### src/rtl/ekx_pkg.sv
// Types, constants and key-advance function for the evolving-key XOR byte cipher.
package ekx_pkg;

   localparam logic [31:0] KEY_ADVANCE_XOR = 32'hDF13_8530;
   localparam logic [7:0]  TWEAK_LIMIT     = 8'd127;
   localparam logic [7:0]  MAX_PLAIN_LEN   = 8'd127;
   localparam logic [7:0]  HIGH_BIT        = 8'h80;
   localparam logic [7:0]  LOW_MASK        = 8'h7F;

   localparam logic [1:0]  CSR_MESSAGE_KEY  = 2'd0;
   localparam logic [1:0]  CSR_DIRECTION    = 2'd1;
   localparam logic [1:0]  CSR_LENGTH_TWEAK = 2'd2;

   localparam logic        DIR_ENCRYPT = 1'b0;
   localparam logic        DIR_DECRYPT = 1'b1;

   localparam int QUEUE_DEPTH = 4;
   localparam int PTR_W       = $clog2(QUEUE_DEPTH);
   localparam int CNT_W       = $clog2(QUEUE_DEPTH + 1);

   typedef struct packed {
      logic [7:0] data_in;
      logic       first_byte;
      logic       last_byte;
      logic [7:0] message_length;
   } req_type;

   typedef struct packed {
      logic [7:0] data_out;
      logic       is_trailer;
      logic       end_of_run;
      logic       rejected;
   } rsp_type;

   typedef struct packed {
      logic [31:0] message_key;
      logic        direction;
      logic        length_tweak;
   } cfg_type;

   typedef struct packed {
      logic valid;
      logic two;
   } push_type;

   function automatic logic [31:0] advance_key(input logic [31:0] k);
      logic [31:0] x;
      logic [31:0] r;
      x = k ^ KEY_ADVANCE_XOR;
      for (int i = 0; i < 4; i++) begin
         r[8*i +: 8] = x[8*i +: 8] | {x[8*i +: 7], 1'b0};
      end
      return r;
   endfunction

endpackage

### src/rtl/ekx_datapath.sv
// Running key state and single-pass byte transform with trailer generation.
module ekx_datapath import ekx_pkg::*; (
   input  logic     clock,
   input  logic     reset,
   input  cfg_type  cfg,
   input  logic     accept,
   input  req_type  item,
   output rsp_type  byte_rsp,
   output rsp_type  trailer_rsp
);

   logic [31:0] running_key_ff, running_key_in;
   logic [1:0]  key_index_ff, key_index_in;
   logic [31:0] base_key;
   logic [1:0]  base_index;
   logic [7:0]  key_byte;
   logic [7:0]  used_key;
   logic [7:0]  result;
   logic        reject;

   always_comb begin
      base_key   = item.first_byte ? cfg.message_key : running_key_ff;
      base_index = item.first_byte ? 2'd0 : key_index_ff;
      key_byte   = base_key[8*base_index +: 8];
      reject     = cfg.length_tweak && (item.message_length > MAX_PLAIN_LEN);
      used_key   = (cfg.length_tweak && (key_byte >= TWEAK_LIMIT))
                   ? (key_byte ^ ~item.message_length) : key_byte;
      if (cfg.direction == DIR_ENCRYPT) begin
         result = (item.data_in | HIGH_BIT) ^ used_key;
      end else begin
         result = (item.data_in ^ used_key) & LOW_MASK;
      end

      byte_rsp.data_out   = reject ? 8'd0 : result;
      byte_rsp.is_trailer = 1'b0;
      byte_rsp.end_of_run = !item.last_byte;
      byte_rsp.rejected   = reject;

      trailer_rsp.data_out   = (cfg.direction == DIR_ENCRYPT) ? item.message_length : 8'd0;
      trailer_rsp.is_trailer = 1'b1;
      trailer_rsp.end_of_run = 1'b1;
      trailer_rsp.rejected   = reject;

      // advance the key after every fourth byte
      running_key_in = running_key_ff;
      key_index_in   = key_index_ff;
      if (accept) begin
         running_key_in = (base_index == 2'd3) ? advance_key(base_key) : base_key;
         key_index_in   = base_index + 2'd1;
      end
   end

   always_ff @(posedge clock) begin
      if (reset) begin
         running_key_ff <= '0;
         key_index_ff   <= '0;
      end else begin
         running_key_ff <= running_key_in;
         key_index_ff   <= key_index_in;
      end
   end

endmodule

### src/rtl/ekx_out_queue.sv
// Small result queue that takes one or two results per cycle and drains one.
module ekx_out_queue import ekx_pkg::*; (
   input  logic     clock,
   input  logic     reset,
   input  push_type push,
   input  rsp_type  first_rsp,
   input  rsp_type  second_rsp,
   output logic     room_for_two,
   output logic     rsp_valid,
   input  logic     rsp_ready,
   output rsp_type  rsp_data
);

   rsp_type            q_ff [QUEUE_DEPTH];
   rsp_type            q_in [QUEUE_DEPTH];
   logic [PTR_W-1:0]   wr_ptr_ff, wr_ptr_in;
   logic [PTR_W-1:0]   rd_ptr_ff, rd_ptr_in;
   logic [CNT_W-1:0]   count_ff, count_in;
   logic [PTR_W-1:0]   wr_next;
   logic [CNT_W-1:0]   push_count;
   logic               pop;

   always_comb begin
      rsp_valid    = (count_ff != '0);
      rsp_data     = q_ff[rd_ptr_ff];
      room_for_two = (count_ff <= CNT_W'(QUEUE_DEPTH - 2));
      pop          = rsp_valid && rsp_ready;
      wr_next      = wr_ptr_ff + PTR_W'(1);

      push_count = '0;
      if (push.valid) begin
         push_count = push.two ? CNT_W'(2) : CNT_W'(1);
      end

      q_in = q_ff;
      if (push.valid) begin
         q_in[wr_ptr_ff] = first_rsp;
         if (push.two) begin
            q_in[wr_next] = second_rsp;
         end
      end

      wr_ptr_in = wr_ptr_ff + PTR_W'(push_count);
      rd_ptr_in = pop ? rd_ptr_ff + PTR_W'(1) : rd_ptr_ff;
      count_in  = count_ff + push_count - CNT_W'(pop);
   end

   always_ff @(posedge clock) begin
      q_ff <= q_in;
   end

   always_ff @(posedge clock) begin
      if (reset) begin
         wr_ptr_ff <= '0;
         rd_ptr_ff <= '0;
         count_ff  <= '0;
      end else begin
         wr_ptr_ff <= wr_ptr_in;
         rd_ptr_ff <= rd_ptr_in;
         count_ff  <= count_in;
      end
   end

endmodule

### src/rtl/evolving_key_xor_byte_cipher_core.sv
// Each result is registered in the result queue at its byte transfer; a trailer follows it.
// Throughput: one byte per cycle while the queue has room for two results; a last
// byte yields two results, so the result side sets the pace.
// A four-entry result queue lets input transfers continue while results wait.
// Synchronous reset clears the key state, the queue and the registers to
// message_key 0, direction encrypt, length_tweak on.
module evolving_key_xor_byte_cipher_core import ekx_pkg::*; (
   input  logic        clock,
   input  logic        reset,
   input  logic        req_valid,
   output logic        req_ready,
   input  req_type     req_data,
   output logic        rsp_valid,
   input  logic        rsp_ready,
   output rsp_type     rsp_data,
   input  logic        csr_valid,
   output logic        csr_ready,
   input  logic [1:0]  csr_index,
   input  logic [31:0] csr_data
);

   cfg_type  cfg_ff, cfg_in;
   logic     accept;
   push_type push;
   rsp_type  byte_rsp;
   rsp_type  trailer_rsp;
   logic     room_for_two;

   assign csr_ready  = 1'b1;
   assign req_ready  = room_for_two;
   assign accept     = req_valid && req_ready;
   assign push.valid = accept;
   assign push.two   = req_data.last_byte;

   always_comb begin
      cfg_in = cfg_ff;
      if (csr_valid && csr_ready) begin
         case (csr_index)
            CSR_MESSAGE_KEY:  cfg_in.message_key  = csr_data;
            CSR_DIRECTION:    cfg_in.direction    = csr_data[0];
            CSR_LENGTH_TWEAK: cfg_in.length_tweak = csr_data[0];
            default:          cfg_in = cfg_ff;
         endcase
      end
   end

   always_ff @(posedge clock) begin
      if (reset) begin
         cfg_ff.message_key  <= '0;
         cfg_ff.direction    <= DIR_ENCRYPT;
         cfg_ff.length_tweak <= 1'b1;
      end else begin
         cfg_ff <= cfg_in;
      end
   end

   ekx_datapath u_datapath (
      .clock       (clock),
      .reset       (reset),
      .cfg         (cfg_ff),
      .accept      (accept),
      .item        (req_data),
      .byte_rsp    (byte_rsp),
      .trailer_rsp (trailer_rsp)
   );

   ekx_out_queue u_out_queue (
      .clock        (clock),
      .reset        (reset),
      .push         (push),
      .first_rsp    (byte_rsp),
      .second_rsp   (trailer_rsp),
      .room_for_two (room_for_two),
      .rsp_valid    (rsp_valid),
      .rsp_ready    (rsp_ready),
      .rsp_data     (rsp_data)
   );

endmodule

### config.mk
export PLATFORM = sky130hd
export DESIGN_NAME = evolving_key_xor_byte_cipher_core
export DESIGN_NICKNAME = d
export VERILOG_FILES = /design/src/rtl/ekx_pkg.sv /design/src/rtl/ekx_datapath.sv /design/src/rtl/ekx_out_queue.sv /design/src/rtl/evolving_key_xor_byte_cipher_core.sv
export SDC_FILE = /design/constraint.sdc
export NUM_CORES = 1
export LEC_CHECK = 0
export BUFFER_PORTS_ARGS = -buffer_cell sky130_fd_sc_hd__buf_4
export CAP_MARGIN = 20
export CORE_MARGIN = 2
export CORE_UTILIZATION = 40
export CTS_CLUSTER_SIZE = 16
export DETAILED_ROUTE_END_ITERATION = 10
export GPL_ROUTABILITY_DRIVEN = 0
export PLACE_DENSITY = 0.57
export RECOVER_POWER = 50
export SKIP_CTS_REPAIR_TIMING = 1
export SLEW_MARGIN = 5
export SYNTH_ARGS = -nofsm -noshare
export SYNTH_HDL_FRONTEND = slang
export SYNTH_SLANG_ARGS = --single-unit
### constraint.sdc
create_clock -name clock -period 2.6 [get_ports clock]
set_input_delay 0.26 -clock clock [delete_from_list [all_inputs] [get_ports clock]]
set_output_delay 0.26 -clock clock [all_outputs]
set_load 0.01 [all_outputs]
==> impl_metrics.env, run 1 <==
export IMPL_status="finished, final reports clean"
export IMPL_layout_nets=910
export IMPL_hold_violations=0
export IMPL_skew_ps=8.96
export IMPL_core_area_um2=16500
export IMPL_whs_ps=91.3
export IMPL_grt_pass1_vias=5817
export IMPL_clockBufferDepth=2
export IMPL_clkSinkCount=119
export IMPL_grt_antenna_before_repair=0
export IMPL_die_area_um2=17800
export IMPL_cp_arrival_ps=2700
export IMPL_synth_seq_cells=119
export IMPL_finalWirelength_mm=18.8
export IMPL_max_slew_margin_pct=18.6
export IMPL_drive_gt1_share_pct=19.2
export IMPL_p_per_area_nw_per_um2=852
export IMPL_post_route_util_pct=49.8
export IMPL_tritoncts="built"
export IMPL_synth_nets=843
export IMPL_irDropWorstVdd_mv=0.556
export IMPL_grt_overflow_total=0
export IMPL_vias=6180
export IMPL_async_flop_share_pct=0
export IMPL_die_w_um=133
export IMPL_finalMaxSlewViolations=0
export IMPL_syn_avg_cell_area_um2=8.59
export IMPL_drv_cap=0
export IMPL_critPathCaptureType="flip-flop"
export IMPL_yosysUniqueCellTypes=58
export IMPL_critPathKind="flip-flop to flip-flop"
export IMPL_h_tree_depth=4
export IMPL_first_pass_iters=6
export IMPL_grt_max_degree=76
export IMPL_post_synth_top_count_cell="nand2_1"
export IMPL_fill_cells=1616
export IMPL_cts_buffers=17
export IMPL_power_w=0.00699
export IMPL_leakage_nw=2.96
export IMPL_drtIter0Drc=519
export IMPL_insertedDiodeCount=0
export IMPL_path_common_cell="buf_12"
export IMPL_synth_area_um2=6700
export IMPL_grt_pass1_wl_mm=30.1
export IMPL_stdcell_count=1080
export IMPL_rsz0062_at_grt="yes"
export IMPL_clkTransAtPathRegs_ps=50
export IMPL_ys_warn_count=0
export IMPL_insertion_delay_ps=420
export IMPL_synth_edff_count=44
export IMPL_port_buffers=68
export IMPL_synth_top_area_share_pct=22.4
export IMPL_period_needed_ps=2540
export IMPL_synth_common_cells="121 x nand2_1, 83 x nor2_1, 75 x dfxtp_1"
export IMPL_row_count=47
export IMPL_initial_core_util_pct=40.7
export IMPL_wire_per_inst_um=17.4
export IMPL_syn_instance_count=780
export IMPL_worstMarginPinSlew_ps=1210
export IMPL_post_dp_hpwl_mm=13.1
export IMPL_yosysTopAreaCell="dfxtp_1"
export IMPL_ys_seq_area_share_pct=42.1
export IMPL_timing_fmax_mhz=394
export IMPL_hold_path_class="input pin to flip-flop"
export IMPL_period_share_pct=97.7
export IMPL_cp_max_fo=8
export IMPL_drt_vias_per_instance=5.72
export IMPL_die_h_um=133
export IMPL_cp_required_ps=2750
export IMPL_startpoint_type="flip-flop"
export IMPL_synth_top_flop_cell="dfxtp_1"
export IMPL_ys_top_cells_by_area="dfxtp_1 22%, edfxtp_1 20%, nand2_1 6.8%"
export IMPL_setup_viol=0
export IMPL_dp_cells=1044
export IMPL_ff_latch_area_um2=2820
export IMPL_cts_root_buf="clkbuf_16"
export IMPL_grtUsageTotal_pct=21.4
export IMPL_critPathTopFamily="simple AND/OR/NAND/NOR gates"
export IMPL_post_route_drc_count=0
export IMPL_setup_tns_ps=0
export IMPL_crit_buf_inv=3
export IMPL_multi_input_area_um2=3670
export IMPL_slowest_delay_ps=610
export IMPL_io_pins=71
export IMPL_crit_slowest_cell="or4_4"
export IMPL_area_growth_pct=22.4
export IMPL_path_cells="buf_12 -> buf_12 -> mux2i_1 -> o211ai_1 -> a2bb2oi_1 -> or4_4 -> buf_8 -> a21oi_4 -> xnor2_2 -> o221ai_1"
export IMPL_ant_nets=0
-- sequential cells by signal (all words and copies together) (netlist names), named ones only --
signal / count
u_out_queue.wr_ptr_ff: 2
u_datapath.key_index_ff: 2
u_datapath.running_key_ff: 32
u_out_queue.count_ff: 3
cfg_ff: 34
u_out_queue.rd_ptr_ff: 2
u_out_queue.q_ff: 42
-- cell families (layout without fill, tap and decap cells) --
group / after synthesis / count (layout) / synth area share [%]
simple gates: 289 / 289 / 19.1
compound gates: 229 / 229 / 21.4
flops: 119 / 119 / 42.1
buf+inv: 75 / 155 / 4.70
mux: 39 / 39 / 8.49
xor+xnor: 22 / 22 / 2.87
fa+ha+maj: 6 / 6 / 1.23
other cells: 1 / 1 / 0.0559
-- per-stage QoR --
stage / worst slack [ps] / instance area [µm²]
final: 59.9 / 8200
after global placement: 6.91 / 7530
after detailed placement: -41.4 / 7530
after global routing: -42.8 / 8200
after CTS: -55.3 / 8060
after floorplan: 106 / 6710
-- report_power, final --
part	total, W	leakage, nW	switching [W]	internal [W]
Sequential	0.00267	1.04	0.000271	0.00240
Combinational	0.00219	1.66	0.00118	0.00101
Clock	0.00213	0.265	0.000787	0.00134
-- routing by layer --
layer | vias to the layer above | GRT usage [%] | routed length, µm | part of all wire [%]
met5 | - | 0 | 0 | 0
met1 | 2968 | 26.7 | 7860 | 42
met4 | 0 | 8.69 | 415 | 2.2
met3 | 41 | 3.81 | 997 | 5.3
li1 | 2953 | - | - | -
met2 | 218 | 36.8 | 9530 | 51
-- final cells by class --
class / count / area share, %
Multi-Input combinational cell: 586 / 44.8
Sequential cell: 119 / 34.4
Timing Repair Buffer: 107 / 10.2
Clock buffer: 29 / 6.35
Tap cell: 220 / 3.36
Inverter: 16 / 0.732
Clock inverter: 3 / 0.183
-- cells in the final DEF, fill, tap and decap left out, types with 10 or more instances in the layout --
cell type	Yosys	layout
buf_4	2	95
dfxtp_1	75	74
mux4_2	14	14
nand3_1	16	16
nor2_1	83	83
o211ai_1	16	16
edfxtp_1	44	44
nand2_1	121	121
o22ai_1	10	10
mux2i_1	22	21
clkbuf_1	48	11
nor2b_1	19	19
inv_1	15	14
xnor2_1	16	11
a21oi_1	73	72
o21ai_0	52	51
nor3_1	17	17
a22oi_1	12	12
a211oi_1	16	16
clkbuf_16	0	17
-- worst paths after layout --
check	start	slack [ps]	end	cells after the start
setup / recovery	u_datapath.key_index_ff[0]$_SDFFE_PP0N_	60	u_out_queue.q_ff[25]$_DFFE_PN_	10
hold / removal	csr_data[18]	90	cfg_ff[20]$_SDFFE_PP0P_	3
setup reg to reg	u_datapath.key_index_ff[0]$_SDFFE_PP0N_	60	u_out_queue.q_ff[25]$_DFFE_PN_	10
hold reg to reg	cfg_ff[25]$_SDFFE_PP0P_	460	cfg_ff[25]$_SDFFE_PP0P_	2
-- worst reg2reg max path, stage by stage (launching register included) --
cell,delay [ps]
dfxtp_2,320
buf_12,130
buf_12,130
mux2i_1,160
o211ai_1,180
a2bb2oi_1,100
or4_4,610
buf_8,180
a21oi_4,150
xnor2_2,160
o221ai_1,150
Note: power is estimated with default switching activity, not from simulation.
==> inputs of run 2 (changes only) <==
- CORE_UTILIZATION: 40 -> 35
- PLACE_DENSITY: 0.57 -> 0.51
==> impl_metrics.env, run 2 (synthesis results as in run 1) <==
export IMPL_cp_arrival_ps=2740
export IMPL_vias=6142
export IMPL_whs_ps=77.4
export IMPL_ant_nets=0
export IMPL_largest_registers="u_out_queue.q_ff x42, cfg_ff x34, u_datapath.running_key_ff x32"
export IMPL_grt_max_degree=76
export IMPL_timing_fmax_mhz=389
export IMPL_drv_cap=0
export IMPL_worst_path_stages=8
export IMPL_max_slew_margin_pct=17.1
export IMPL_clkSinkCount=119
export IMPL_grt_antenna_before_repair=0
export IMPL_tritoncts="built"
export IMPL_worstMarginPinSlew_ps=1230
export IMPL_hold_violations=0
export IMPL_critPathCaptureType="flip-flop"
export IMPL_skew_ps=8.24
export IMPL_cts_buffers=17
export IMPL_insertion_delay_ps=420
export IMPL_fin_ws_ps=28.0
export IMPL_area_growth_pct=24.2
export IMPL_crit_buf_inv=1
export IMPL_cp_required_ps=2770
export IMPL_startpoint_type="flip-flop"
export IMPL_drt_vias_per_instance=5.58
export IMPL_initial_core_util_pct=35.7
export IMPL_p_per_area_nw_per_um2=876
export IMPL_pre_cts_slack_ps=-94.2
export IMPL_ff2ff_path_depth=8
export IMPL_setup_tns_ps=0
export IMPL_grt_pass1_vias=5864
export IMPL_insertedDiodeCount=0
export IMPL_leakage_nw=3.02
export IMPL_clockBufferDepth=2
export IMPL_port_buffers=68
export IMPL_fill_cells=1882
export IMPL_wire_per_inst_um=17.6
export IMPL_clkTransAtPathRegs_ps=50
export IMPL_largest_register="u_out_queue.q_ff"
export IMPL_largest_reg_flops=42
export IMPL_post_route_drc_count=0
export IMPL_io_pins=71
export IMPL_hold_path_class="input pin to flip-flop"
export IMPL_drtIter0Drc=446
export IMPL_irDropWorstVdd_mv=0.498
export IMPL_crit_slowest_cell="or4_4"
export IMPL_die_h_um=142
export IMPL_grt_overflow_total=0
export IMPL_first_pass_iters=5
export IMPL_final_common_cell="nand2_1"
export IMPL_cts_root_buf="clkbuf_16"
export IMPL_fin_area_um2=8330
export IMPL_rsz0062_at_grt="yes"
export IMPL_startpoint="u_datapath.key_index_ff[1]$_SDFFE_PP0N_"
export IMPL_postPlaceCellArea_um2=7610
export IMPL_grt_pass1_wl_mm=30.5
export IMPL_power_w=0.00730
export IMPL_layout_nets=917
export IMPL_path_cells="or2_4 -> o211ai_1 -> nand3b_1 -> or4_4 -> buf_6 -> or3_1 -> nand4_1 -> o21ai_1"
export IMPL_hold_start="csr_data[0]"
export IMPL_core_area_um2=18800
export IMPL_h_tree_depth=4
export IMPL_rr_startpoint="u_datapath.key_index_ff[1]$_SDFFE_PP0N_"
export IMPL_finalMaxSlewViolations=0
export IMPL_post_dp_hpwl_mm=13.6
export IMPL_die_area_um2=20300
export IMPL_layout_common_cells="121 x nand2_1, 103 x buf_4, 83 x nor2_1"
export IMPL_finalWirelength_mm=19.3
export IMPL_status="finished, final reports clean"
export IMPL_hold_depth=3
export IMPL_period_share_pct=98.9
export IMPL_period_needed_ps=2570
export IMPL_critPathTopFamily="simple AND/OR/NAND/NOR gates"
export IMPL_setup_viol=0
export IMPL_die_w_um=142
export IMPL_cp_max_fo=7
export IMPL_critPathKind="flip-flop to flip-flop"
export IMPL_grtUsageTotal_pct=19.3
export IMPL_slowest_delay_ps=570
export IMPL_row_count=50
export IMPL_drive_gt1_share_pct=20.9
[run 2: cell types whose count changed in the layout (fill, tap and decap cells not counted), moves of 2 or more]
cell,previous run,this run
buf_4,95,103
mux2i_1,21,18
o21ai_0,51,53
mux2i_2,1,4
clkbuf_16,17,20
a21oi_4,4,0
clkbuf_1,11,8
o21ai_1,3,1
a21oi_2,1,6
[run 2: cell type report]
cell class | count | area, µm² | area share (%)
Clock buffer | 27 | 567 | 6.81
Clock inverter | 5 | 51.3 | 0.616
Inverter | 16 | 60.1 | 0.721
Multi-Input combinational cell | 586 | 3660 | 43.9
Sequential cell | 119 | 2830 | 33.9
Tap cell | 234 | 293 | 3.52
Timing Repair Buffer | 114 | 871 | 10.5
[run 2: per-stage QoR]
step | util, % | instances
final | 44.4 | 1101
after detailed placement | 40.6 | 1067
after global routing | 44.4 | 1101
after CTS | 43.9 | 1099
after floorplan | - | 780
after global placement | 40.6 | 1067
[run 2: routing by layer]
layer  vias up  global-route usage [%]  part of all wire (%)
met2       202                    33.0                    49
met4         0                    7.40                   2.4
met1      2931                    23.6                    43
li1       2975                       -                     -
met3        34                    4.61                   5.4
met5         -                       0                     0
[run 2: worst min-delay path, cell delays in order]
cell and delay [ps]:
buf_4 90, mux2i_1 60, nand2b_1 60
[run 2: path summary, 6_finish.rpt]
path | end | slack, ps
setup / recovery | u_out_queue.q_ff[38]$_DFFE_PN_ | 30
hold / removal | cfg_ff[0]$_SDFFE_PP1P_ | 80
hold reg to reg | cfg_ff[16]$_SDFFE_PP0P_ | 470
setup reg to reg | u_out_queue.q_ff[38]$_DFFE_PN_ | 30
[run 2: where the power goes]
part / internal (W) / switching [W] / total (W)
Combinational: 0.00100 / 0.00117 / 0.00217
Clock: 0.00158 / 0.000842 / 0.00243
Sequential: 0.00240 / 0.000299 / 0.00270
